[src/rtl/rbfs_pkg.sv]
// Shared types and constants for the RBF similarity block.
// No dependencies.
package rbfs_pkg;

    localparam int DIST_W    = 38;
    localparam int DIFF_W    = 33;
    localparam int VL_W      = 7;
    localparam int BETA_W    = 24;
    localparam int WEIGHT_W  = 16;
    localparam int CFG_IDX_W = 8;
    localparam int Q_DEPTH   = 4;
    localparam int Q_PTR_W   = 2;
    localparam int Q_CNT_W   = 3;

    localparam logic [CFG_IDX_W-1:0] REG_VECTOR_LENGTH = 8'd0;
    localparam logic [CFG_IDX_W-1:0] REG_BETA_SCALE    = 8'd1;

    localparam logic [VL_W-1:0]   VL_RESET   = 7'd40;
    localparam logic [BETA_W-1:0] BETA_RESET = 24'd83886;
    localparam logic [DIST_W-1:0] DIST_MAX   = {DIST_W{1'b1}};
    localparam logic [31:0]       ONE_Q31    = 32'h8000_0000;

    typedef struct packed {
        logic [DIST_W-1:0] direct;
        logic [DIST_W-1:0] swapped;
    } dist_pair_t;

    typedef struct packed {
        logic              start;
        logic [DIST_W-1:0] distance;
    } ex_req_t;

    typedef struct packed {
        logic                done;
        logic [WEIGHT_W-1:0] weight;
    } ex_rsp_t;

    typedef enum logic [3:0] {
        EX_IDLE, EX_PLO, EX_PHI, EX_PSUM, EX_TMUL, EX_TDIV, EX_SMUL, EX_SRND, EX_DONE
    } ex_state_t;

    typedef enum logic [1:0] {
        BK_IDLE, BK_DIRECT, BK_SWAP, BK_LOAD
    } bk_state_t;

    function automatic logic [DIST_W-1:0] sq_sat(input logic signed [DIFF_W-1:0] d);
        logic [DIFF_W-1:0] mag;
        logic [DIST_W-1:0] m;
        mag = d[DIFF_W-1] ? DIFF_W'(-d) : DIFF_W'(d);
        m   = {19'b0, mag[18:0]};
        if (|mag[DIFF_W-1:19]) begin
            return DIST_MAX;
        end
        return DIST_W'(m * m);
    endfunction

    function automatic logic [DIST_W-1:0] add_sat(input logic [DIST_W-1:0] a,
                                                  input logic [DIST_W-1:0] b);
        logic [DIST_W:0] s;
        s = {1'b0, a} + {1'b0, b};
        if (s[DIST_W]) begin
            return DIST_MAX;
        end
        return s[DIST_W-1:0];
    endfunction

endpackage

[src/rtl/rbfs_front.sv]
// Front end: accepts element pairs, buffers first halves, squares and accumulates.
// Depends on rbfs_pkg.
module rbfs_front #(
    parameter int MAX_LENGTH   = 64,
    parameter int SAMPLE_WIDTH = 16
) (
    input  logic                              aclk,
    input  logic                              aresetn,
    input  logic                              s_valid,
    output logic                              s_ready,
    input  logic signed [SAMPLE_WIDTH-1:0]    s_a_value,
    input  logic signed [SAMPLE_WIDTH-1:0]    s_b_value,
    input  logic [rbfs_pkg::VL_W-1:0]         vector_length,
    input  logic [rbfs_pkg::Q_CNT_W-1:0]      q_count,
    output logic                              push,
    output rbfs_pkg::dist_pair_t              push_data
);

    localparam int IW = (MAX_LENGTH > 1) ? $clog2(MAX_LENGTH) : 1;
    localparam int HD = MAX_LENGTH / 2;
    localparam int AW = (HD > 1) ? $clog2(HD) : 1;
    localparam int CW = (IW + 1 > rbfs_pkg::VL_W) ? IW + 1 : rbfs_pkg::VL_W;
    localparam int DW = rbfs_pkg::DIST_W;

    logic [SAMPLE_WIDTH-1:0] mem_a [HD];
    logic [SAMPLE_WIDTH-1:0] mem_b [HD];

    logic [IW-1:0]  idx_reg;
    logic [CW-1:0]  vl_ext, len, half, idx_ext;
    logic           in_first, in_second, is_last, accept;
    logic [AW-1:0]  rd_addr;
    logic [rbfs_pkg::Q_CNT_W-1:0] pending;

    logic                           v1_reg, last1_reg, swap1_reg;
    logic signed [SAMPLE_WIDTH-1:0] a1_reg, b1_reg, ra1_reg, rb1_reg;
    logic                           v2_reg, last2_reg;
    logic [DW-1:0]                  sqd2_reg, sqx2_reg, sqy2_reg;
    logic [DW-1:0]                  dacc_reg, sacc_reg, dsum, ssum;
    logic signed [rbfs_pkg::DIFF_W-1:0] a1x, b1x, ra1x, rb1x;

    always_comb begin
        vl_ext  = CW'(vector_length);
        if (vl_ext < CW'(2)) begin
            len = CW'(2);
        end else if (vl_ext > CW'(MAX_LENGTH)) begin
            len = CW'(MAX_LENGTH);
        end else begin
            len = vl_ext;
        end
        half      = len >> 1;
        idx_ext   = CW'(idx_reg);
        in_first  = idx_ext < half;
        in_second = !in_first && (idx_ext < (half << 1));
        is_last   = (idx_ext + CW'(1)) >= len;
        rd_addr   = AW'(idx_ext - half);
        accept    = s_valid && s_ready;
        pending   = rbfs_pkg::Q_CNT_W'(v1_reg && last1_reg)
                  + rbfs_pkg::Q_CNT_W'(v2_reg && last2_reg);
    end

    assign s_ready = (q_count + pending) < rbfs_pkg::Q_CNT_W'(rbfs_pkg::Q_DEPTH);

    always_ff @(posedge aclk) begin
        if (accept && in_first) begin
            mem_a[AW'(idx_reg)] <= s_a_value;
            mem_b[AW'(idx_reg)] <= s_b_value;
        end
        if (accept) begin
            ra1_reg <= mem_a[rd_addr];
            rb1_reg <= mem_b[rd_addr];
            a1_reg  <= s_a_value;
            b1_reg  <= s_b_value;
        end
    end

    always_comb begin
        a1x  = rbfs_pkg::DIFF_W'(a1_reg);
        b1x  = rbfs_pkg::DIFF_W'(b1_reg);
        ra1x = rbfs_pkg::DIFF_W'(ra1_reg);
        rb1x = rbfs_pkg::DIFF_W'(rb1_reg);
    end

    always_ff @(posedge aclk) begin
        sqd2_reg <= rbfs_pkg::sq_sat(a1x - b1x);
        sqx2_reg <= swap1_reg ? rbfs_pkg::sq_sat(a1x - rb1x) : '0;
        sqy2_reg <= swap1_reg ? rbfs_pkg::sq_sat(ra1x - b1x) : '0;
    end

    always_comb begin
        dsum = rbfs_pkg::add_sat(dacc_reg, sqd2_reg);
        ssum = rbfs_pkg::add_sat(rbfs_pkg::add_sat(sacc_reg, sqx2_reg), sqy2_reg);
    end

    assign push              = v2_reg && last2_reg;
    assign push_data.direct  = dsum;
    assign push_data.swapped = ssum;

    always_ff @(posedge aclk) begin
        if (!aresetn) begin
            idx_reg   <= '0;
            v1_reg    <= 1'b0;
            last1_reg <= 1'b0;
            swap1_reg <= 1'b0;
            v2_reg    <= 1'b0;
            last2_reg <= 1'b0;
            dacc_reg  <= '0;
            sacc_reg  <= '0;
        end else begin
            if (accept) begin
                idx_reg <= is_last ? '0 : IW'(idx_ext + CW'(1));
            end
            v1_reg    <= accept;
            last1_reg <= accept && is_last;
            swap1_reg <= in_second;
            v2_reg    <= v1_reg;
            last2_reg <= last1_reg;
            if (v2_reg) begin
                dacc_reg <= last2_reg ? '0 : dsum;
                sacc_reg <= last2_reg ? '0 : ssum;
            end
        end
    end

    a_idx_range: assert property (@(posedge aclk) disable iff (!aresetn)
        CW'(idx_reg) < CW'(MAX_LENGTH))
        else $error("element index out of range");

    a_clear_after_push: assert property (@(posedge aclk) disable iff (!aresetn)
        push |=> (dacc_reg == '0 && sacc_reg == '0))
        else $error("accumulators not cleared after vector end");

endmodule

[config.mk]
export PLATFORM = sky130hd
export DESIGN_NAME = rbfs_front
export DESIGN_NICKNAME = d
export VERILOG_FILES = /design/src/rtl/rbfs_pkg.sv /design/src/rtl/rbfs_front.sv
export SDC_FILE = /design/constraint.sdc
export NUM_CORES = 2
export LEC_CHECK = 0
export ABC_AREA = 1
export BUFFER_PORTS_ARGS = -buffer_cell sky130_fd_sc_hd__buf_4
export CAP_MARGIN = 40
export CORE_MARGIN = 2
export CORE_UTILIZATION = 40
export CTS_CLUSTER_SIZE = 8
export DETAILED_ROUTE_END_ITERATION = 7
export GPL_TIMING_DRIVEN = 0
export SYNTH_ARGS = -nofsm -noshare
export SYNTH_HDL_FRONTEND = slang
export SYNTH_SLANG_ARGS = --single-unit
[constraint.sdc]
create_clock -name aclk -period 8.5 [get_ports aclk]
set_input_delay 0 -clock aclk [delete_from_list [all_inputs] [get_ports aclk]]
set_output_delay 0 -clock aclk [all_outputs]
set_load 0.005 [all_outputs]
==> run summary <==
status: completed
clock sink count: 1289
Worst EP required: 9.22 ns
DRT antenna net count: 0
number of global-route vias before repair: 69700
most common cell in the netlist: inv_1
final setup vio count: 0
clock skew: 0.117 ns
Core ar.: 227000 um2
worst-margin pin slew: 0.980 ns
post-synthesis compound-gate area fraction: 0.0904
Mapped Cells: 9364
CTS tree: built
number of flops mapped to enable cells by yosys: 1088
worst r2r src: b1_reg[0]
Worst Min Path Start: q_count[2]
final instance area: 104000 um2
reg2reg path depth: 37
Reg2Reg Setup Slack: 0.46 ns
CP Capture Type: flip-flop
Synth Area per Inst: 9.71 um2
Mapped Area: 90900 um2
Synth Area in Adders: 0.241
critical path arrival: 8.76 ns
post-synth top area cell: edfxtp_1
Fin. Hold Viols: 0
Placement Cell Area: 97700 um2
largest family of logic cells by synthesized area: adder cells
Total Routing Usage GR: 0.239
first-pass GRT wire length: 420 mm
worst min-delay path class: input port to flip-flop
Largest stage delay, worst path: 0.53 ns
TritonRoute pass-1 iters: 7
final net count: 11300
initial antenna violation count: 6
maxcap violations: 0
Hold Crit Endpoint: v1_reg
Largest regs: mem_a x512, mem_b x512
Port Buf Inserts: 122
largest net degree at the start of global routing: 45
Synth Area in Simple Gates: 0.144
Initial DRC Count: 5685
top-area cell type share of the netlist area: 0.359
Max Freq: 124 MHz
post-synthesis cell type count: 57
I/O Pins: 123
clock-pin slew on the worst setup and hold paths: 0.05 ns
die height: 481 um
Layout area overhead: 14.0%
DR DRC count: 0
final worst hold slack: 0.0687 ns
number of fill cells in the layout: 21400
Async SR Flop Fraction: 0
count of state elements after synthesis: 1289
Clock Tree Root: clkbuf_16
mux share of post-synthesis cell area: 0.0282
GP Congestion: 0.938
Synth Area in XOR/XNOR: 0.0109
Slew HR: 0.347
CP Max Fanout: 10
Via Count: 68800
post-synthesis sequential area ratio: 0.404
Startpoint Class: flip-flop
WS Path Type: flip-flop to flip-flop
grt total ovfl: 0
Commonest cells post-synth: inv_1, nand2_1, edfxtp_1
Critical-path top delay cell: fa_1
row count: 175
ranking of synthesized cells by area: edfxtp_1, fa_1, ha_1, inv_1, nand2_1
hold-critical path depth: 4
Initial Util: 0.401
worst reg2reg endpoint: sqy2_reg[30]
register area: 36700 um2
WL final: 278 mm
total CTS buffers: 181
CTS max path bufs: 3
drt wl/cell: 21.3 um
multi-input logic area: 48200 um2
minimum clock period: 8.04 ns
H-tree Lvls: 4
vias per inst: 5.27
Die Width: 481 um
Tcrit/Tclk final: 0.945
top_reg_cell synth: edfxtp_1
yosys warns: 0
Post-DP HPWL: 220 mm
Final Slew Violations: 0
die area: 231000 um2
layout cells sized above 1: 0.0739
later-pin clock latency in the skew report: 0.87 ns
==> how the worst max path moves through the flow <==
stage,from,slack (ns),endpoint,cells after the start
6_report,b1_reg[0],0.46,sqy2_reg[30],37
3_3_place_gp,b1_reg[0],0.04,sqd2_reg[33],33
4_1_cts,rb1_reg[0],0.02,sqx2_reg[29],37
3_5_place_dp,a1_reg[0],0.009,sqd2_reg[33],34
2_1_floorplan,b1_reg[0],1.31,sqd2_reg[33],36
5_1_grt,rb1_reg[0],-0.03,sqx2_reg[32],38
==> final cells by class <==
class,count,area share
Sequential cell,1289,0.354
Timing Repair Buffer,222,0.0232
Tap cell,3009,0.0363
Buffer,298,0.0132
Multi-Input combinational cell,6371,0.464
Inverter,1619,0.0588
Antenna cell,1,0.0000241
Clock buffer,217,0.0450
Clock inverter,21,0.00512
==> per-layer routing <==
metal	part of all wire	GRT usage	wire length [um]
met1	0.42	0.309	116000
met2	0.48	0.408	134000
met3	0.063	0.0348	17600
met4	0.037	0.0851	10400
met5	0.00013	0	36
==> critical path: cells and delay by family, from the launching register on <==
kind / cells / cell delay [ns]
fa+ha+maj: 9 / 4.06
buf+inv: 10 / 0.93
simple gates: 14 / 1.61
flops: 1 / 0.49
compound gates: 4 / 0.81
==> repair_timing <==
| action | in CTS | in global routing |
|---|---|---|
| setup endpoints to repair | 1 | 46 |
| setup buffers | 0 | 6 |
| resized for setup | 1 | 112 |
| endpoints found under the hold margin | 1092 | 0 |
| pin swaps | 0 | 7 |
| hold buffers | 36 | 0 |
==> cell usage in the layout, fill, tap and decap left out, drive strengths merged, types with 54 or more instances in the layout <==
cell type / synthesis / final
dfxtp: 201 / 201
nand3: 470 / 470
a21oi: 475 / 475
fa: 755 / 755
edfxtp: 1088 / 1088
ha: 546 / 546
nor2: 972 / 972
inv: 1617 / 1616
xor2: 81 / 81
nand2: 1477 / 1477
nand4: 54 / 54
clkbuf: 188 / 408
conb: 2 / 215
o221ai: 261 / 261
mux2i: 256 / 256
buf: 110 / 293
o21ai: 471 / 471
==> cell families (layout without fill, tap and decap cells) <==
kind of cell	count (synthesis)	count (layout)
xor+xnor	111	111
buf+inv	1917	2377
fa+ha+maj	1301	1301
simple gates	3118	3118
mux	256	256
compound gates	1370	1370
other cells	2	216
flops	1289	1289
==> metrics by stage <==
stage	setup TNS (ns)	setup slack, ns	cells	utilization
3_5_place_dp	0	0.00902	12800	0.431
2_1_floorplan	0	1.31	9577	-
6_report	0	0.464	13000	0.457
5_1_grt	-0.0707	-0.0349	13000	0.457
3_3_place_gp	0	0.0366	12700	0.425
4_1_cts	0	0.0217	13000	0.456
Power is left out: the tool's default activity adds up to more than one toggle a clock period on the data nets, which glitch-free logic cannot reach.
