[src/rtl/rbfs_pkg.sv]
// Shared types and constants for the RBF similarity block.
// No dependencies.
package rbfs_pkg;

    localparam int DIST_W    = 38;
    localparam int DIFF_W    = 33;
    localparam int VL_W      = 7;
    localparam int BETA_W    = 24;
    localparam int WEIGHT_W  = 16;
    localparam int CFG_IDX_W = 8;
    localparam int Q_DEPTH   = 4;
    localparam int Q_PTR_W   = 2;
    localparam int Q_CNT_W   = 3;

    localparam logic [CFG_IDX_W-1:0] REG_VECTOR_LENGTH = 8'd0;
    localparam logic [CFG_IDX_W-1:0] REG_BETA_SCALE    = 8'd1;

    localparam logic [VL_W-1:0]   VL_RESET   = 7'd40;
    localparam logic [BETA_W-1:0] BETA_RESET = 24'd83886;
    localparam logic [DIST_W-1:0] DIST_MAX   = {DIST_W{1'b1}};
    localparam logic [31:0]       ONE_Q31    = 32'h8000_0000;

    typedef struct packed {
        logic [DIST_W-1:0] direct;
        logic [DIST_W-1:0] swapped;
    } dist_pair_t;

    typedef struct packed {
        logic              start;
        logic [DIST_W-1:0] distance;
    } ex_req_t;

    typedef struct packed {
        logic                done;
        logic [WEIGHT_W-1:0] weight;
    } ex_rsp_t;

    typedef enum logic [3:0] {
        EX_IDLE, EX_PLO, EX_PHI, EX_PSUM, EX_TMUL, EX_TDIV, EX_SMUL, EX_SRND, EX_DONE
    } ex_state_t;

    typedef enum logic [1:0] {
        BK_IDLE, BK_DIRECT, BK_SWAP, BK_LOAD
    } bk_state_t;

    function automatic logic [DIST_W-1:0] sq_sat(input logic signed [DIFF_W-1:0] d);
        logic [DIFF_W-1:0] mag;
        logic [DIST_W-1:0] m;
        mag = d[DIFF_W-1] ? DIFF_W'(-d) : DIFF_W'(d);
        m   = {19'b0, mag[18:0]};
        if (|mag[DIFF_W-1:19]) begin
            return DIST_MAX;
        end
        return DIST_W'(m * m);
    endfunction

    function automatic logic [DIST_W-1:0] add_sat(input logic [DIST_W-1:0] a,
                                                  input logic [DIST_W-1:0] b);
        logic [DIST_W:0] s;
        s = {1'b0, a} + {1'b0, b};
        if (s[DIST_W]) begin
            return DIST_MAX;
        end
        return s[DIST_W-1:0];
    endfunction

endpackage

[src/rtl/rbfs_exp.sv]
// Iterative exp(-beta*d) unit: shared 32x32 multiplier, radix-2 divider for the series.
// Depends on rbfs_pkg.
module rbfs_exp (
    input  logic                          aclk,
    input  logic                          aresetn,
    input  logic [rbfs_pkg::BETA_W-1:0]   beta_scale,
    input  rbfs_pkg::ex_req_t             req,
    output rbfs_pkg::ex_rsp_t             rsp
);

    rbfs_pkg::ex_state_t state_reg, state_next;

    logic [rbfs_pkg::DIST_W-1:0] dist_reg;
    logic [63:0] prod_reg, prod_next, rnd;
    logic [42:0] plo_reg;
    logic [30:0] y_reg;
    logic        zero_reg, overflow, take, ge;
    logic [31:0] t_reg, s_reg, dvd_reg, dvd_cur, mul_a, mul_b, q;
    logic [3:0]  rem_reg;
    logic [4:0]  rem_sh, rem_new, n_reg, bit_reg;
    logic [1:0]  sq_reg;
    logic [61:0] p;
    logic [17:0] w;

    always_comb begin
        take = req.start && (state_reg == rbfs_pkg::EX_IDLE || state_reg == rbfs_pkg::EX_DONE);
        case (state_reg)
            rbfs_pkg::EX_PLO: begin
                mul_a = 32'(beta_scale);
                mul_b = 32'(dist_reg[18:0]);
            end
            rbfs_pkg::EX_PHI: begin
                mul_a = 32'(beta_scale);
                mul_b = 32'(dist_reg[37:19]);
            end
            rbfs_pkg::EX_TMUL: begin
                mul_a = t_reg;
                mul_b = {1'b0, y_reg};
            end
            rbfs_pkg::EX_SMUL: begin
                mul_a = s_reg;
                mul_b = s_reg;
            end
            default: begin
                mul_a = '0;
                mul_b = '0;
            end
        endcase
        prod_next = {32'b0, mul_a} * {32'b0, mul_b};
        p         = {19'b0, plo_reg} + {prod_reg[42:0], 19'b0};
        overflow  = p[61:40] >= 22'd12;
        dvd_cur   = (bit_reg == '0) ? prod_reg[62:31] : dvd_reg;
        rem_sh    = {rem_reg, dvd_cur[31]};
        ge        = rem_sh >= n_reg;
        rem_new   = ge ? rem_sh - n_reg : rem_sh;
        q         = {dvd_cur[30:0], ge};
        rnd       = prod_reg + 64'h4000_0000;
        w         = 18'((33'(s_reg) + 33'h4000) >> 15);
    end

    always_comb begin
        state_next = state_reg;
        case (state_reg)
            rbfs_pkg::EX_IDLE: if (take) state_next = rbfs_pkg::EX_PLO;
            rbfs_pkg::EX_PLO:  state_next = rbfs_pkg::EX_PHI;
            rbfs_pkg::EX_PHI:  state_next = rbfs_pkg::EX_PSUM;
            rbfs_pkg::EX_PSUM: state_next = overflow ? rbfs_pkg::EX_DONE : rbfs_pkg::EX_TMUL;
            rbfs_pkg::EX_TMUL: state_next = rbfs_pkg::EX_TDIV;
            rbfs_pkg::EX_TDIV: begin
                if (bit_reg == 5'd31) begin
                    state_next = (n_reg == 5'd16) ? rbfs_pkg::EX_SMUL : rbfs_pkg::EX_TMUL;
                end
            end
            rbfs_pkg::EX_SMUL: state_next = rbfs_pkg::EX_SRND;
            rbfs_pkg::EX_SRND: state_next = (sq_reg == 2'd3) ? rbfs_pkg::EX_DONE : rbfs_pkg::EX_SMUL;
            rbfs_pkg::EX_DONE: state_next = take ? rbfs_pkg::EX_PLO : rbfs_pkg::EX_IDLE;
            default:           state_next = rbfs_pkg::EX_IDLE;
        endcase
    end

    always_comb begin
        rsp.done = (state_reg == rbfs_pkg::EX_DONE);
        if (zero_reg) begin
            rsp.weight = '0;
        end else if (|w[17:16]) begin
            rsp.weight = 16'hFFFF;
        end else begin
            rsp.weight = w[15:0];
        end
    end

    always_ff @(posedge aclk) begin
        if (!aresetn) begin
            state_reg <= rbfs_pkg::EX_IDLE;
        end else begin
            state_reg <= state_next;
        end
    end

    always_ff @(posedge aclk) begin
        prod_reg <= prod_next;
        if (take) begin
            dist_reg <= req.distance;
        end
        case (state_reg)
            rbfs_pkg::EX_PHI: plo_reg <= prod_reg[42:0];
            rbfs_pkg::EX_PSUM: begin
                zero_reg <= overflow;
                y_reg    <= p[43:13];
                t_reg    <= rbfs_pkg::ONE_Q31;
                s_reg    <= rbfs_pkg::ONE_Q31;
                n_reg    <= 5'd1;
            end
            rbfs_pkg::EX_TMUL: begin
                bit_reg <= '0;
                rem_reg <= '0;
            end
            rbfs_pkg::EX_TDIV: begin
                rem_reg <= rem_new[3:0];
                dvd_reg <= q;
                bit_reg <= bit_reg + 5'd1;
                if (bit_reg == 5'd31) begin
                    t_reg  <= q;
                    s_reg  <= n_reg[0] ? s_reg - q : s_reg + q;
                    n_reg  <= n_reg + 5'd1;
                    sq_reg <= '0;
                end
            end
            rbfs_pkg::EX_SRND: begin
                s_reg  <= rnd[62:31];
                sq_reg <= sq_reg + 2'd1;
            end
            default: ;
        endcase
    end

    a_div_range: assert property (@(posedge aclk) disable iff (!aresetn)
        (state_reg == rbfs_pkg::EX_TDIV) |-> (n_reg != '0 && n_reg <= 5'd16))
        else $error("series divisor out of range");

endmodule

[src/rtl/rbfs_back.sv]
// Back end: turns each queued distance pair into two weights and holds the result.
// Depends on rbfs_pkg and rbfs_exp.
module rbfs_back (
    input  logic                             aclk,
    input  logic                             aresetn,
    input  logic [rbfs_pkg::BETA_W-1:0]      beta_scale,
    input  logic                             q_empty,
    input  rbfs_pkg::dist_pair_t             q_head,
    output logic                             q_pop,
    output logic                             m_valid,
    input  logic                             m_ready,
    output logic [rbfs_pkg::WEIGHT_W-1:0]    m_weight_direct,
    output logic [rbfs_pkg::WEIGHT_W-1:0]    m_weight_swapped
);

    rbfs_pkg::bk_state_t state_reg, state_next;
    rbfs_pkg::ex_req_t   req;
    rbfs_pkg::ex_rsp_t   rsp;

    logic [rbfs_pkg::WEIGHT_W-1:0] wd_reg, ws_reg, m_wd_reg, m_ws_reg;
    logic                          m_valid_reg, load;

    rbfs_exp u_exp (
        .aclk       (aclk),
        .aresetn    (aresetn),
        .beta_scale (beta_scale),
        .req        (req),
        .rsp        (rsp)
    );

    always_comb begin
        state_next = state_reg;
        case (state_reg)
            rbfs_pkg::BK_IDLE:   if (!q_empty) state_next = rbfs_pkg::BK_DIRECT;
            rbfs_pkg::BK_DIRECT: if (rsp.done) state_next = rbfs_pkg::BK_SWAP;
            rbfs_pkg::BK_SWAP:   if (rsp.done) state_next = rbfs_pkg::BK_LOAD;
            rbfs_pkg::BK_LOAD:   if (!m_valid_reg || m_ready) state_next = rbfs_pkg::BK_IDLE;
            default:             state_next = rbfs_pkg::BK_IDLE;
        endcase
    end

    always_comb begin
        req.start    = ((state_reg == rbfs_pkg::BK_IDLE) && !q_empty)
                    || ((state_reg == rbfs_pkg::BK_DIRECT) && rsp.done);
        req.distance = (state_reg == rbfs_pkg::BK_IDLE) ? q_head.direct : q_head.swapped;
        q_pop        = (state_reg == rbfs_pkg::BK_SWAP) && rsp.done;
        load         = (state_reg == rbfs_pkg::BK_LOAD) && (!m_valid_reg || m_ready);
    end

    always_ff @(posedge aclk) begin
        if (!aresetn) begin
            state_reg   <= rbfs_pkg::BK_IDLE;
            m_valid_reg <= 1'b0;
        end else begin
            state_reg <= state_next;
            if (load) begin
                m_valid_reg <= 1'b1;
            end else if (m_ready) begin
                m_valid_reg <= 1'b0;
            end
        end
    end

    always_ff @(posedge aclk) begin
        if ((state_reg == rbfs_pkg::BK_DIRECT) && rsp.done) begin
            wd_reg <= rsp.weight;
        end
        if ((state_reg == rbfs_pkg::BK_SWAP) && rsp.done) begin
            ws_reg <= rsp.weight;
        end
        if (load) begin
            m_wd_reg <= wd_reg;
            m_ws_reg <= ws_reg;
        end
    end

    assign m_valid          = m_valid_reg;
    assign m_weight_direct  = m_wd_reg;
    assign m_weight_swapped = m_ws_reg;

endmodule

[config.mk]
export PLATFORM = sky130hd
export DESIGN_NAME = rbfs_back
export DESIGN_NICKNAME = d
export VERILOG_FILES = /design/src/rtl/rbfs_pkg.sv /design/src/rtl/rbfs_exp.sv /design/src/rtl/rbfs_back.sv
export SDC_FILE = /design/constraint.sdc
export NUM_CORES = 2
export LEC_CHECK = 0
export ABC_AREA = 1
export BUFFER_PORTS_ARGS = -buffer_cell sky130_fd_sc_hd__buf_2
export CORE_ASPECT_RATIO = 0.7
export CORE_MARGIN = 2
export CORE_UTILIZATION = 45
export CTS_CLUSTER_DIAMETER = 100
export DETAILED_ROUTE_END_ITERATION = 16
export GPL_TIMING_DRIVEN = 0
export PLACE_DENSITY_LB_ADDON = 0.1
export SYNTH_ARGS = -nofsm -noshare
export SYNTH_HDL_FRONTEND = slang
export SYNTH_HIERARCHICAL = 1
export SYNTH_SLANG_ARGS = --single-unit
[constraint.sdc]
create_clock -name aclk -period 10.95 [get_ports aclk]
set_input_delay 1.095 -clock aclk [delete_from_list [all_inputs] [get_ports aclk]]
set_output_delay 1.095 -clock aclk [all_outputs]
set_load 0.005 [all_outputs]
==> flow_metrics.py <==
metrics = {
    "die": {
        "initial_core_util": 0.452,
        "rows": 104,
        "floorplan.die.height_um": 288,
        "design.die.area_um2": 118000,
        "io_pins": 138,
        "chipWidth_um": 410,
        "placeableCoreArea_um2": 115000,
    },
    "route": {
        "wirelength_mm": 201,
        "met3_layer_wire_length_in_the_routed_design_mm": 27.5,
        "initialDrtViolationCount": 5472,
        "met2_length_mm": 75.7,
        "drtPass1Iterations": 10,
        "drc_viols": 0,
        "highest_layer": "met5",
        "viasPerCell": 5.41,
        "detail_route.wl_per_cell_um": 25.1,
        "routed-via-count": 43260,
        "detail-route-antenna-nets": 0,
        "wl_met1_mm": 93.5,
    },
    "critical_path": {
        "crit_required_ns": 11.47,
        "critical_path_arrival_ns": 11.49,
        "maximum_net_fanout_on_the_critical_path": 10,
        "rrSetupSlack_ns": -0.02,
        "crit_slowest_cell": "sky130_fd_sc_hd__clkinv_1",
        "worst_path_dominant_cell_family": "adder cells",
        "end_kind": "register",
        "worst_path_largest_cell_delay_ns": 1.05,
        "kind_of_launch_point_of_the_worst_setup_path": "register",
        "class_of_the_most_critical_setup_path": "reg -> reg",
        "cp_bufs_invs": 7,
    },
    "cts": {
        "worst_skew_pair_later_pin_latency_ns": 0.62,
        "tritoncts": "done",
        "cts.sink_count": 346,
        "cts-hold-fix-buffers": 0,
        "tritoncts.num_buffers": 29,
        "cts.clk_slew.worst_paths_ns": 0.07,
        "clock_tree.htree_level_count": 1,
        "cts.root.buffer_cell": "sky130_fd_sc_hd__clkbuf_16",
        "clockBufferDepth": 3,
    },
    "synthesis": {
        "mappedNetlistNets": 7581,
        "number_of_enable_flip_flop_cells_after_synthesis": 276,
        "ys_ff_latch": 346,
        "syn_avg_cell_area_um2": 8.30,
        "ys_types": 69,
        "syn_area_um2": 51800,
        "synth.yosys.warnings": 6,
        "postSynth.asyncResetShare": 0,
        "synth.yosys.seq_area_share": 0.187,
        "synth-main-ff-cell": "sky130_fd_sc_hd__edfxtp_1",
        "postSynthCellCount": 6248,
    },
    "power": {
        "switching_power_total_uw": 4000,
        "cell_internal_pwr_uw": 3460,
        "post_route_total_power_uw": 7460,
        "power.sequential.fraction": 0.240,
        "irDropWorstVdd_mv": 0.113,
        "power.share.combinational": 0.610,
        "static_leakage_power_uw": 0.0274,
        "switching_share": 0.536,
        "pwr_density_cell_nw_per_um2": 133,
        "pwr-share-clk": 0.150,
    },
    "global_routing": {
        "first_pass_grt_wire_length_mm": 292,
        "via_count_of_the_first_global_routing_pass": 41754,
        "antenna_violations_before_repair": 4,
        "grt_start_max_net_pins": 36,
        "gr-usage-all-layers": 0.345,
        "grt.overflow.total": 0,
    },
    "finish": {
        "finalNetCount": 7775,
        "layout_common_cells": "sky130_fd_sc_hd__inv_1, sky130_fd_sc_hd__nand2_1, sky130_fd_sc_hd__fa_1",
        "final_cell_count_no_fill": 8003,
        "fillerInstances": 11516,
        "area_growth_pct": 7.81,
        "largest_reg_flops": 63,
        "final_common_cell": "sky130_fd_sc_hd__inv_1",
        "layout-drive-gt1-share": 0.0568,
        "finalInstanceArea_um2": 55900,
    },
    "placed_design": {
        "gp_congestion": 1.03,
        "buffers_on_ports": 137,
        "place.detailed.instances": 7930,
        "placed_cell_area_um2": 54600,
        "detailedPlacementHpwl_mm": 174,
    },
    "timing": {
        "setup_slack_after_layout_ns": -0.0236,
        "max_slew_margin": 0.0734,
        "final-max-slew-violation-count": 0,
        "setup_repair_after_global_routing_missed_its_margin": "no",
        "setup_viol": 1,
        "worst_clock_skew_ns": 0.0281,
        "fin_crit_share": 1.00,
        "worst_slew_pin_slew_ns": 1.39,
        "hold_viol": 0,
        "clock.fmax_mhz": 91.1,
        "holdWs_ns": 0.420,
        "final_period_minus_worst_setup_slack_ns": 10.97,
        "tns_ns": -0.0236,
    },
    "run": {
        "maxCapViolCount": 0,
    },
    "status": {
        "violations": "setup timing",
        "outcome": "finished, violations left",
    },
    "hold_path": {
        "timing.hold.worst.class": "reg -> reg",
    },
}
-- cell families (layout without fill, tap and decap cells) --
logic type,after synthesis,after routing,synth area share
AND/OR/NAND/NOR,2393,2393,0.185
buffers and inverters,1614,1831,0.119
adder cells (fa/ha/maj),1229,1229,0.427
AO/OA/AOI/OAI,526,526,0.0592
flip-flops,346,346,0.187
XOR/XNOR,139,139,0.0235
multiplexers,1,1,0.000193
other,0,1,0
-- metal layers --
layer  vias to the layer above  global-route usage
li1                      19172                   -
met1                     21623               0.546
met2                      2246               0.449
met3                       217               0.119
met4                         2              0.0608
met5                         -                   0
-- power groups by stage --
stage | Clock, uW | Sequential, uW | Combinational, uW
after floorplan | 0 | 1740 | 2440
after global placement | 0 | 1820 | 4280
after detailed placement | 0 | 1810 | 4310
after CTS | 1140 | 1780 | 4390
after global routing | 1190 | 1800 | 4820
final | 1120 | 1790 | 4550
-- area by class of cell --
class,instances,area (um^2),area share
multi-input combinational,4288,36100,0.645
sequential,346,9690,0.173
inverter,1410,5300,0.0948
tap,1537,1920,0.0344
timing repair buffer,165,1020,0.0182
clock buffer,43,916,0.0164
buffer,202,897,0.0161
clock inverter,11,80.1,0.00143
antenna,1,2.50,0.0000448
-- worst reg2reg max path: cells and delay by family, from the launching register on --
family | cells | cell delay (ns)
adder cells (fa/ha/maj) | 9 | 3.87
buffers and inverters | 7 | 2.45
AND/OR/NAND/NOR | 13 | 2.08
AO/OA/AOI/OAI | 3 | 2.08
flip-flops | 1 | 0.39
-- cells in the mapped netlist, types with 10 or more instances --
cell type	number	area [um^2]
sky130_fd_sc_hd__a21boi_0	12	90.1
sky130_fd_sc_hd__a21o_1	12	90.1
sky130_fd_sc_hd__a21oi_1	207	1040
sky130_fd_sc_hd__a31oi_1	22	138
sky130_fd_sc_hd__buf_1	11	41.3
sky130_fd_sc_hd__buf_2	25	125
sky130_fd_sc_hd__clkbuf_1	156	586
sky130_fd_sc_hd__clkinv_1	17	63.8
sky130_fd_sc_hd__dfxtp_1	70	1400
sky130_fd_sc_hd__edfxtp_1	276	8290
sky130_fd_sc_hd__fa_1	898	18000
sky130_fd_sc_hd__ha_1	331	4140
sky130_fd_sc_hd__inv_1	1378	5170
sky130_fd_sc_hd__inv_2	15	56.3
sky130_fd_sc_hd__nand2_1	1299	4880
sky130_fd_sc_hd__nand3_1	105	526
sky130_fd_sc_hd__nand4_1	45	282
sky130_fd_sc_hd__nor2_1	840	3150
sky130_fd_sc_hd__nor3_1	33	165
sky130_fd_sc_hd__nor4_1	13	81.3
sky130_fd_sc_hd__o21a_1	20	150
sky130_fd_sc_hd__o21ai_0	127	636
sky130_fd_sc_hd__o21ai_1	31	155
sky130_fd_sc_hd__o21ai_2	16	140
sky130_fd_sc_hd__o22ai_1	24	150
sky130_fd_sc_hd__or2_2	10	62.6
sky130_fd_sc_hd__xnor2_1	30	263
sky130_fd_sc_hd__xor2_1	109	955
-- final timing paths --
path                                         start             endpoint  depth (start not counted)
worst max-delay path            u_exp/state_reg[0]   u_exp/prod_reg[59]                         32
worst min-delay path                    wd_reg[12]  m_weight_direct[12]                          0
worst max register to register  u_exp/state_reg[0]   u_exp/prod_reg[59]                         32
worst min register to register          wd_reg[12]  m_weight_direct[12]                          0
-- stage by stage --
step / util / setup WS, ns
finish: 0.487 / -0.0236
global route: 0.487 / 0.00441
CTS: 0.486 / 0.0682
detailed placement: 0.476 / -0.762
global placement: 0.475 / -0.978
floorplan: - / 2.67
-- timing repair --
item	4_1_cts	5_1_grt
buffers inserted	10	10
setup endpoints to repair	15	15
resized for setup	5	30
pin swaps	5	5
(Power assumes the default switching activity.)
