$ cat src/rtl/rbfs_pkg.sv
// Shared types and constants for the RBF similarity block.
// No dependencies.
package rbfs_pkg;

    localparam int DIST_W    = 38;
    localparam int DIFF_W    = 33;
    localparam int VL_W      = 7;
    localparam int BETA_W    = 24;
    localparam int WEIGHT_W  = 16;
    localparam int CFG_IDX_W = 8;
    localparam int Q_DEPTH   = 4;
    localparam int Q_PTR_W   = 2;
    localparam int Q_CNT_W   = 3;

    localparam logic [CFG_IDX_W-1:0] REG_VECTOR_LENGTH = 8'd0;
    localparam logic [CFG_IDX_W-1:0] REG_BETA_SCALE    = 8'd1;

    localparam logic [VL_W-1:0]   VL_RESET   = 7'd40;
    localparam logic [BETA_W-1:0] BETA_RESET = 24'd83886;
    localparam logic [DIST_W-1:0] DIST_MAX   = {DIST_W{1'b1}};
    localparam logic [31:0]       ONE_Q31    = 32'h8000_0000;

    typedef struct packed {
        logic [DIST_W-1:0] direct;
        logic [DIST_W-1:0] swapped;
    } dist_pair_t;

    typedef struct packed {
        logic              start;
        logic [DIST_W-1:0] distance;
    } ex_req_t;

    typedef struct packed {
        logic                done;
        logic [WEIGHT_W-1:0] weight;
    } ex_rsp_t;

    typedef enum logic [3:0] {
        EX_IDLE, EX_PLO, EX_PHI, EX_PSUM, EX_TMUL, EX_TDIV, EX_SMUL, EX_SRND, EX_DONE
    } ex_state_t;

    typedef enum logic [1:0] {
        BK_IDLE, BK_DIRECT, BK_SWAP, BK_LOAD
    } bk_state_t;

    function automatic logic [DIST_W-1:0] sq_sat(input logic signed [DIFF_W-1:0] d);
        logic [DIFF_W-1:0] mag;
        logic [DIST_W-1:0] m;
        mag = d[DIFF_W-1] ? DIFF_W'(-d) : DIFF_W'(d);
        m   = {19'b0, mag[18:0]};
        if (|mag[DIFF_W-1:19]) begin
            return DIST_MAX;
        end
        return DIST_W'(m * m);
    endfunction

    function automatic logic [DIST_W-1:0] add_sat(input logic [DIST_W-1:0] a,
                                                  input logic [DIST_W-1:0] b);
        logic [DIST_W:0] s;
        s = {1'b0, a} + {1'b0, b};
        if (s[DIST_W]) begin
            return DIST_MAX;
        end
        return s[DIST_W-1:0];
    endfunction

endpackage

$ cat src/rtl/rbfs_fifo.sv
// Small register queue of finished distance pairs between front and back.
// Depends on rbfs_pkg.
module rbfs_fifo (
    input  logic                          aclk,
    input  logic                          aresetn,
    input  logic                          push,
    input  rbfs_pkg::dist_pair_t          push_data,
    input  logic                          pop,
    output rbfs_pkg::dist_pair_t          head,
    output logic [rbfs_pkg::Q_CNT_W-1:0]  count,
    output logic                          empty
);

    rbfs_pkg::dist_pair_t                 mem_reg [rbfs_pkg::Q_DEPTH];
    logic [rbfs_pkg::Q_PTR_W-1:0]         wr_ptr_reg, rd_ptr_reg;
    logic [rbfs_pkg::Q_CNT_W-1:0]         count_reg;

    always_ff @(posedge aclk) begin
        if (push) begin
            mem_reg[wr_ptr_reg] <= push_data;
        end
    end

    always_ff @(posedge aclk) begin
        if (!aresetn) begin
            wr_ptr_reg <= '0;
            rd_ptr_reg <= '0;
            count_reg  <= '0;
        end else begin
            if (push) begin
                wr_ptr_reg <= wr_ptr_reg + 1'b1;
            end
            if (pop) begin
                rd_ptr_reg <= rd_ptr_reg + 1'b1;
            end
            if (push && !pop) begin
                count_reg <= count_reg + 1'b1;
            end else if (pop && !push) begin
                count_reg <= count_reg - 1'b1;
            end
        end
    end

    assign head  = mem_reg[rd_ptr_reg];
    assign count = count_reg;
    assign empty = (count_reg == '0);

    a_no_overflow: assert property (@(posedge aclk) disable iff (!aresetn)
        push |-> (count_reg != rbfs_pkg::Q_CNT_W'(rbfs_pkg::Q_DEPTH)))
        else $error("queue push while full");

    a_no_underflow: assert property (@(posedge aclk) disable iff (!aresetn)
        pop |-> (count_reg != '0))
        else $error("queue pop while empty");

endmodule

$ cat config.mk
export PLATFORM = sky130hd
export DESIGN_NAME = rbfs_fifo
export DESIGN_NICKNAME = d
export VERILOG_FILES = /design/src/rtl/rbfs_pkg.sv /design/src/rtl/rbfs_fifo.sv
export SDC_FILE = /design/constraint.sdc
export NUM_CORES = 1
export LEC_CHECK = 0
export ABC_CLOCK_PERIOD_IN_PS = 3300
export BUFFER_PORTS_ARGS = -buffer_cell sky130_fd_sc_hd__buf_4
export CORE_MARGIN = 8
export CORE_UTILIZATION = 40
export DETAILED_ROUTE_END_ITERATION = 7
export HOLD_SLACK_MARGIN = 0.1
export PLACE_DENSITY = 0.59
export SYNTH_ARGS = -nofsm -noshare
export SYNTH_HDL_FRONTEND = slang
export SYNTH_SLANG_ARGS = --single-unit
$ cat constraint.sdc
create_clock -name aclk -period 3.3 [get_ports aclk]
set_clock_uncertainty 0.05 [all_clocks]
set_input_delay 0 -clock aclk [delete_from_list [all_inputs] [get_ports aclk]]
set_output_delay 0 -clock aclk [all_outputs]
set_load 0.05 [all_outputs]
==> impl_metrics.py, run 1 <==
metrics = {
    "outcome": {
        "status": "finished, final reports clean",
    },
    "clock_tree": {
        "postCtsResizedCells": 0,
        "cts_tree": "done",
        "clockBufferDepth": 3,
        "ctsHtreeMaxLevel": 2,
        "cts_setup_buffers": 0,
        "cts.reportedPaths.clkPinSlew_ns": 0.06,
        "cts_hold_buf": 80,
        "numCtsBuffers": 34,
        "worstSkewPairLatency_ns": 0.49,
        "clock-root-buffer": "clkbuf_16",
        "cts_sinks": 313,
    },
    "route": {
        "avgViaCountPerCell": 4.89,
        "routedWlPerCell_um": 20.8,
        "drtIter0Drc": 342,
        "firstDrtPassIters": 4,
        "routed_wl_um": 23300,
        "vias": 5460,
        "remaining_drc_errors": 0,
        "ant_nets": 0,
    },
    "placement": {
        "place.detailed.hpwl_um": 14100,
        "place_congestion": 0.683,
        "port_buffers": 159,
        "post-place-ws_ns": 1.33,
    },
    "global_route": {
        "grt_max_degree": 50,
        "antenna_found_initial": 1,
        "grt_use_total_pct": 13.8,
        "grt_pass1_wl_um": 35400,
        "grt_pass1_vias": 6213,
        "gr-total-overflow": 0,
    },
    "timing": {
        "fin_crit_sh_pct": 73.6,
        "min_period_ns": 2.43,
        "slew_headroom_pct": 48.7,
        "setup_viol": 0,
        "setup_slack_ns": 0.870,
        "drv_slew": 0,
        "finalHoldViolations": 0,
        "fin_hold_ws_ns": 0.195,
        "fmax_mhz": 412,
        "rsz0062_at_grt": "no",
        "tns_ns": 0,
        "tightest_slew_ns": 0.769,
    },
    "worst_setup_path": {
        "criticalPathCategory": "reg -> out",
        "critPathRequiredTime_ns": 3.25,
        "cp-end-kind": "primary output",
        "cp_max_fo": 47,
        "critPathLaunchType": "flop",
        "slowest_delay_ns": 0.85,
        "reg2reg_from": "wr_ptr_reg[0]",
        "cp_data_arrival_time_ns": 2.38,
        "cp_slowest_cell": "dfxtp_4",
        "path_cells": "buf_4, mux4_2, buf_4",
        "crit_top_cell": "buf_4",
    },
    "floorplan": {
        "dieArea_mm2": 0.0343,
        "start_util_pct": 40.2,
        "ios": 160,
        "die_y_um": 185,
        "core_mm2": 0.0285,
        "rows": 62,
        "die_w_um": 185,
    },
    "logic_synthesis": {
        "ys_warn_count": 0,
        "avgSynthCellArea_um2": 26.1,
        "yosysMostFrequentCell": "edfxtp_1",
        "postSynthCellCount": 439,
        "post_synth_num_cell_types": 21,
        "synthTopCellsByArea": "edfxtp_1 80%, mux4_2 15%, dfxtp_1 1.6%",
        "synth_top_area_cell": "edfxtp_1",
        "synth_top_cell_area_share_pct": 79.7,
        "async_flop_share_pct": 0,
        "yosys-top-cells-count": "304 x edfxtp_1, 76 x mux4_2, 9 x and2_1, 9 x dfxtp_1",
        "synth_nets": 525,
        "ys_ff_latch": 313,
        "seq_area_frac_synth_pct": 81.3,
        "syn-cell-area_mm2": 0.0114,
        "synth_ff_type": "edfxtp_1",
        "synth_edf_count": 304,
    },
    "power_and_ir_drop": {
        "p_per_area_mw_per_mm2": 655,
        "vdd_ir_drop_max_mv": 0.416,
        "p_leak_nw": 5.13,
    },
    "hold_path": {
        "hold_path.class": "in -> reg",
        "hold_path.startpoint": "push_data[31]",
    },
    "cells_and_area": {
        "largest_reg_flops": 304,
        "area_growth_pct": 31.1,
        "layout-drive-gt1-share_pct": 41.2,
        "fillers": 2227,
        "final_nets": 795,
    },
    "flow_run": {
        "drv_cap": 0,
    },
}
critical path: cells and delay by family (launching register included):
| kind | cells | cell delay, ns |
|---|---|---|
| mux | 1 | 0.37 |
| buf+inv | 2 | 0.63 |
| flops | 1 | 0.85 |
layout make-up:
class                      count  area, um2  share of cell area, %
timing repair buffer         251       2150                   14.3
clock buffer                  41        898                   5.98
tap                          384        480                   3.20
inverter                       4       15.0                  0.100
multi-input combinational    105       1960                   13.1
clock inverter                15        185                   1.23
sequential                   313       9320                   62.1
antenna                        3       7.51                 0.0500
stage by stage:
stage / cells / cell area [um2] / util, % / total power, mW
after global routing: 1114 / 15000 / 52.7 / 10.2
after CTS: 1113 / 15000 / 52.7 / 9.97
after floorplan: 439 / 11400 / - / 5.70
final: 1116 / 15000 / 52.7 / 9.83
after detailed placement: 977 / 13100 / 46.1 / 6.19
after global placement: 977 / 13100 / 46.1 / 6.16
per-layer routing:
metal | GRT usage (%) | share of wire, %
met2 | 23.3 | 50
met4 | 4.29 | 1.9
met3 | 3.37 | 6.8
met5 | 0 | 0
met1 | 17.4 | 41
power breakdown:
part | total [mW] | internal [mW] | switching, mW
logic | 1.51 | 0.573 | 0.932
registers | 4.65 | 4.57 | 0.0865
clock network | 3.67 | 2.25 | 1.42
kinds of logic after synthesis:
kind of cell | count (synthesis) | share of synthesized area (%)
flops | 313 | 81.3
mux | 78 | 15.1
fa+ha+maj | 6 | 0.721
simple gates | 14 | 0.732
xor+xnor | 5 | 0.383
buf+inv | 21 | 1.62
compound gates | 2 | 0.109
final timing paths:
kind / endpoint / slack, ns / cells past startpoint
worst max-delay path: head[13] / 0.87 / 3
worst min-delay path: mem_reg[3][31] / 0.20 / 2
worst max register to register: mem_reg[3][6] / 1.39 / 3
worst min register to register: count[2] / 0.50 / 2
cell usage in the layout (no fill, tap or decap):
| cell | synthesis | final |
|---|---|---|
| edfxtp_1 | 304 | 304 |
| buf_4 | 3 | 166 |
| dlygate4sd3_1 | 0 | 80 |
| mux4_2 | 76 | 76 |
| clkbuf_16 | 0 | 35 |
| dfxtp_1 | 9 | 7 |
| clkbuf_1 | 0 | 6 |
| and2_1 | 9 | 5 |
| ha_1 | 5 | 5 |
| buf_12 | 5 | 5 |
| inv_1 | 4 | 4 |
| and2_4 | 0 | 4 |
| bufinv_16 | 0 | 4 |
| clkinv_2 | 0 | 4 |
| diode_2 | 0 | 3 |
| xor2_1 | 3 | 3 |
| clkinv_1 | 0 | 3 |
| xnor2_1 | 2 | 2 |
| mux2i_1 | 2 | 2 |
| nor2b_1 | 2 | 2 |
| dfxtp_4 | 0 | 2 |
| inv_6 | 0 | 2 |
| nor3_1 | 1 | 1 |
| nand2_1 | 1 | 1 |
| o21ai_0 | 1 | 1 |
| or3_1 | 1 | 1 |
| a21boi_0 | 1 | 1 |
| fa_1 | 1 | 1 |
| clkinv_4 | 0 | 1 |
| clkinvlp_4 | 0 | 1 |
No activity file was read; power rests on OpenSTA's default activity.
==> run 2: changes to the inputs <==
--- a/config.mk
+++ b/config.mk
@@ -5,7 +5,7 @@
 export SDC_FILE = /design/constraint.sdc
 export NUM_CORES = 1
 export LEC_CHECK = 0
-export ABC_CLOCK_PERIOD_IN_PS = 3300
+export ABC_CLOCK_PERIOD_IN_PS = 2400
 export BUFFER_PORTS_ARGS = -buffer_cell sky130_fd_sc_hd__buf_4
 export CORE_MARGIN = 8
 export CORE_UTILIZATION = 40
==> constraint.sdc (replaced) <==
create_clock -name aclk -period 2.4 [get_ports aclk]
set_clock_uncertainty 0.05 [all_clocks]
set_input_delay 0 -clock aclk [delete_from_list [all_inputs] [get_ports aclk]]
set_output_delay 0 -clock aclk [all_outputs]
set_load 0.05 [all_outputs]
==> run 2 against run 1 <==
Highest routed layer unchanged. Combinational power is 40% higher. Design area is 0.35% lower. Utilization is 0.18 points lower. Sequential power is 37% higher. Critical endpoint is now head[38]. Count of clock-buffer cells in the layout is 8 higher. Hold slack worse by 0.039 ns. Largest power group unchanged. Global-route usage is 0.35 points lower.
==> impl_metrics.py, run 2 (synthesis gave the netlist of run 1 again) <==
metrics = {
    "worst_setup_path": {
        "reg2reg_from": "wr_ptr_reg[0]",
        "reg2reg_slack_ns": 0.74,
        "criticalPathCategory": "reg -> out",
        "cp_data_arrival_time_ns": 2.10,
        "cp_max_fo": 30,
        "critPathLaunchType": "flop",
        "cp-end-kind": "primary output",
        "regToRegEndpoint": "mem_reg[0][46]",
        "critPathCapture": "head[38]",
        "critPathRequiredTime_ns": 2.35,
        "rr_worst_depth": 4,
    },
    "route": {
        "firstDrtPassIters": 4,
        "drtIter0Drc": 295,
        "routedWlPerCell_um": 20.5,
        "remaining_drc_errors": 0,
        "ant_nets": 0,
        "avgViaCountPerCell": 4.92,
        "routed_wl_um": 22900,
        "vias": 5498,
    },
    "cells_and_area": {
        "final_area_mm2": 0.0150,
        "layout-drive-gt1-share_pct": 40.9,
        "area_growth_pct": 30.7,
        "fillers": 2260,
        "largest_reg_flops": 304,
        "antennaDiodeCount": 0,
        "final_nets": 797,
        "final_common_cell": "edfxtp_1",
        "final_cell_mix": "304 x edfxtp_1, 169 x buf_4, 80 x dlygate4sd3_1",
    },
    "timing": {
        "setup_viol": 0,
        "tightest_slew_ns": 0.483,
        "fin_crit_sh_pct": 89.6,
        "min_period_ns": 2.15,
        "rsz0062_at_grt": "no",
        "tns_ns": 0,
        "drv_slew": 0,
        "fmax_mhz": 465,
        "finalHoldViolations": 0,
        "slew_headroom_pct": 67.8,
    },
    "power_and_ir_drop": {
        "vdd_ir_drop_max_mv": 0.585,
        "p_per_area_mw_per_mm2": 869,
        "p_leak_nw": 5.11,
    },
    "global_route": {
        "grt_pass1_vias": 6213,
        "gr-total-overflow": 0,
        "grt_max_degree": 43,
        "grt_use_total_pct": 13.4,
        "grt_pass1_wl_um": 35500,
        "antenna_found_initial": 0,
    },
    "clock_tree": {
        "cts_setup_buffers": 0,
        "ctsHtreeMaxLevel": 1,
        "cts_sinks": 313,
        "cts_hold_buf": 80,
        "clockBufferDepth": 3,
        "cts_tree": "done",
        "cts.reportedPaths.clkPinSlew_ns": 0.06,
        "numCtsBuffers": 30,
        "postCtsResizedCells": 0,
        "worstSkewPairLatency_ns": 0.54,
        "clock-root-buffer": "clkbuf_16",
    },
    "hold_path": {
        "hold_path.startpoint": "push_data[52]",
        "hold_path.class": "in -> reg",
    },
    "floorplan": {
        "die_w_um": 185,
        "rows": 62,
        "core_mm2": 0.0285,
        "dieArea_mm2": 0.0343,
        "ios": 160,
        "start_util_pct": 40.2,
        "die_y_um": 185,
    },
    "flow_run": {
        "drv_cap": 0,
    },
    "placement": {
        "place_congestion": 0.711,
        "place.detailed.hpwl_um": 14300,
        "dpl-instance-area_mm2": 0.0132,
        "port_buffers": 159,
    },
    "outcome": {
        "status": "finished, final reports clean",
    },
}
run 2: worst min-delay path by stage:
| stage | cells after the start | slack (ns) | end |
|---|---|---|---|
| 2_1_floorplan | 0 | 0.05 | mem_reg[0][0] |
| 3_3_place_gp | 1 | 0.15 | mem_reg[2][57] |
| 3_5_place_dp | 1 | 0.15 | mem_reg[3][0] |
| 4_1_cts | 2 | 0.13 | mem_reg[2][11] |
| 5_1_grt | 2 | 0.13 | mem_reg[2][16] |
| 6_report | 2 | 0.16 | mem_reg[3][52] |
run 2: through the flow:
stage / hold WS [ns] / instances / util, % / power (mW) / worst slack (ns)
5_1_grt: 0.132 / 1118 / 52.6 / 13.5 / 0.134
2_1_floorplan: 0.0489 / 439 / - / 7.83 / 0.425
6_report: 0.156 / 1118 / 52.6 / 13.0 / 0.249
4_1_cts: 0.126 / 1118 / 52.6 / 13.2 / 0.167
3_5_place_dp: 0.153 / 983 / 46.4 / 8.53 / 0.710
3_3_place_gp: 0.149 / 983 / 46.4 / 8.49 / 0.732
run 2: worst max-delay path: stages, from the launching register on:
cell and delay [ns]:
dfxtp_4 0.66, buf_4 0.33, mux4_2 0.36, buf_4 0.21
run 2: power by group:
part | total (mW) | switching (mW) | internal (mW)
clock | 4.52 | 1.86 | 2.66
combinational | 2.11 | 1.31 | 0.808
sequential | 6.37 | 0.0916 | 6.27
run 2: metal layers:
layer / track usage (%) / wire length, um / up-vias
li1: - / - / 2416
met1: 17.6 / 9940 / 2902
met2: 23.0 / 11300 / 146
met3: 2.63 / 1340 / 34
met4: 2.94 / 377 / 0
met5: 0 / 0 / -
run 2: layout make-up:
class	count	area (um2)	area share, %
Sequential cell	313	9320	62.3
Timing Repair Buffer	257	2230	14.9
Multi-Input combinational cell	105	1960	13.1
Clock buffer	49	903	6.04
Tap cell	384	480	3.21
Clock inverter	6	52.6	0.351
Inverter	4	15.0	0.100
==> run 3: changes to the inputs <==
==> constraint.sdc (replaced) <==
create_clock -name aclk -period 2.4 [get_ports aclk]
set_clock_uncertainty 0.05 [all_clocks]
set_input_delay 0 -clock aclk [delete_from_list [all_inputs] [get_ports aclk]]
set_output_delay 0 -clock aclk [all_outputs]
set_load 0.005 [all_outputs]
==> run 3 against run 2 <==
Fmax is 0.43% higher. Sequential cell count stayed put. First-iteration DRC count is 22% higher. Critical path type unchanged.
==> impl_metrics.py, run 3 (synthesis gave the netlist of run 1 again) <==
metrics = {
    "cells_and_area": {
        "area_growth_pct": 31.4,
        "layout-drive-gt1-share_pct": 40.5,
        "final_area_mm2": 0.0150,
        "antennaDiodeCount": 0,
        "final_nets": 798,
        "final_common_cell": "edfxtp_1",
        "fin_cells": 1117,
        "largest_reg_flops": 304,
        "fillers": 2214,
        "final_cell_mix": "304 x edfxtp_1, 161 x buf_4, 81 x dlygate4sd3_1",
    },
    "global_route": {
        "grt_pass1_wl_um": 35400,
        "grt_pass1_vias": 6129,
        "grt_max_degree": 31,
        "grt_use_met1_pct": 17.5,
        "met2_usage_pct": 23.0,
        "grtUsageMet3_pct": 3.32,
        "gr-total-overflow": 0,
        "antenna_found_initial": 0,
        "top_usage_layer": "met2",
        "grt_use_total_pct": 13.6,
    },
    "route": {
        "firstDrtPassIters": 4,
        "drtIter0Drc": 359,
        "avgViaCountPerCell": 4.88,
        "remaining_drc_errors": 0,
        "routed_wl_um": 23100,
        "vias": 5452,
        "routedWlPerCell_um": 20.7,
        "ant_nets": 0,
    },
    "timing": {
        "tightest_slew_ns": 0.502,
        "setup_viol": 0,
        "finalHoldViolations": 0,
        "tns_ns": 0,
        "rsz0062_at_grt": "no",
        "fin_crit_sh_pct": 89.2,
        "min_period_ns": 2.14,
        "setup_slack_ns": 0.258,
        "drv_slew": 0,
        "fmax_mhz": 467,
        "slew_headroom_pct": 66.5,
    },
    "clock_tree": {
        "numCtsBuffers": 34,
        "postCtsResizedCells": 0,
        "clock-root-buffer": "clkbuf_16",
        "worstSkewPairLatency_ns": 0.49,
        "cts_sinks": 313,
        "clockBufferDepth": 3,
        "cts_tree": "done",
        "cts_setup_buffers": 0,
        "cts_hold_buf": 81,
        "ctsHtreeMaxLevel": 2,
        "cts.reportedPaths.clkPinSlew_ns": 0.06,
    },
    "power_and_ir_drop": {
        "p_per_area_mw_per_mm2": 829,
        "vdd_ir_drop_max_mv": 0.413,
        "p_leak_nw": 5.12,
        "p_total_mw": 12.5,
    },
    "floorplan": {
        "start_util_pct": 40.2,
        "die_w_um": 185,
        "ios": 160,
        "core_mm2": 0.0285,
        "rows": 62,
        "die_y_um": 185,
        "dieArea_mm2": 0.0343,
    },
    "worst_setup_path": {
        "criticalPathCategory": "reg -> out",
        "critPathCapture": "head[23]",
        "regToRegEndpoint": "mem_reg[0][8]",
        "reg2reg_from": "wr_ptr_reg[0]",
        "cp_max_fo": 21,
        "path_cells": "buf_12, mux4_2, buf_4",
        "critPathRequiredTime_ns": 2.35,
        "reg2reg_slack_ns": 0.73,
        "cp_data_arrival_time_ns": 2.09,
        "rr_worst_depth": 4,
        "cp-end-kind": "primary output",
        "slowest_delay_ns": 0.59,
        "cp_slowest_cell": "dfxtp_4",
        "critPathLaunchType": "flop",
    },
    "flow_run": {
        "drv_cap": 0,
    },
    "placement": {
        "place.detailed.hpwl_um": 14300,
        "dp.cells": 979,
        "post-place-ws_ns": 0.690,
        "dpl-instance-area_mm2": 0.0132,
        "place_congestion": 0.701,
        "port_buffers": 159,
    },
    "outcome": {
        "status": "finished, final reports clean",
    },
    "hold_path": {
        "hold_path.class": "in -> reg",
    },
}
-- run 3: how the worst min path moves through the flow --
stage	cells past startpoint	end	start
detailed placement	1	mem_reg[0][34]	push_data[34]
CTS	2	mem_reg[1][56]	push_data[56]
global route	2	mem_reg[0][58]	push_data[58]
floorplan	0	mem_reg[0][0]	push_data[0]
finish	2	mem_reg[2][24]	push_data[24]
global placement	1	mem_reg[3][56]	push_data[56]
-- run 3: cell type report --
cell class / instances / area, um2 / share of cell area (%)
inverters: 4 / 15.0 / 0.0998
clock inverters: 14 / 100 / 0.665
repair buffers: 254 / 2260 / 15.0
well taps: 384 / 480 / 3.19
clock buffers: 43 / 906 / 6.02
flip-flops and latches: 313 / 9320 / 61.9
multi-input cells: 105 / 1960 / 13.1
-- run 3: metrics by stage --
step	hold WS (ns)	utilization (%)
floorplan	0.0489	-
global placement	0.148	46.5
detailed placement	0.153	46.5
CTS	0.173	52.8
global route	0.186	52.8
finish	0.196	52.8
-- run 3: metal layers --
layer / wire, um / vias to the layer above
li1: - / 2417
met1: 9770 / 2837
met2: 11500 / 166
met3: 1420 / 32
met4: 424 / 0
met5: 0 / -
-- run 3: where the power goes --
group          leakage (nW)  switching, mW  total (mW)  internal, mW
clock network         0.487           1.96        4.73          2.77
registers              2.87          0.100        6.38          6.28
logic                  1.77          0.574        1.37         0.792
-- run 3: worst max-delay path, delay by kind of cell (launching register included) --
| kind | cells | cell delay [ns] |
|---|---|---|
| flip-flops | 1 | 0.59 |
| multiplexers | 1 | 0.56 |
| buffers and inverters | 2 | 0.42 |
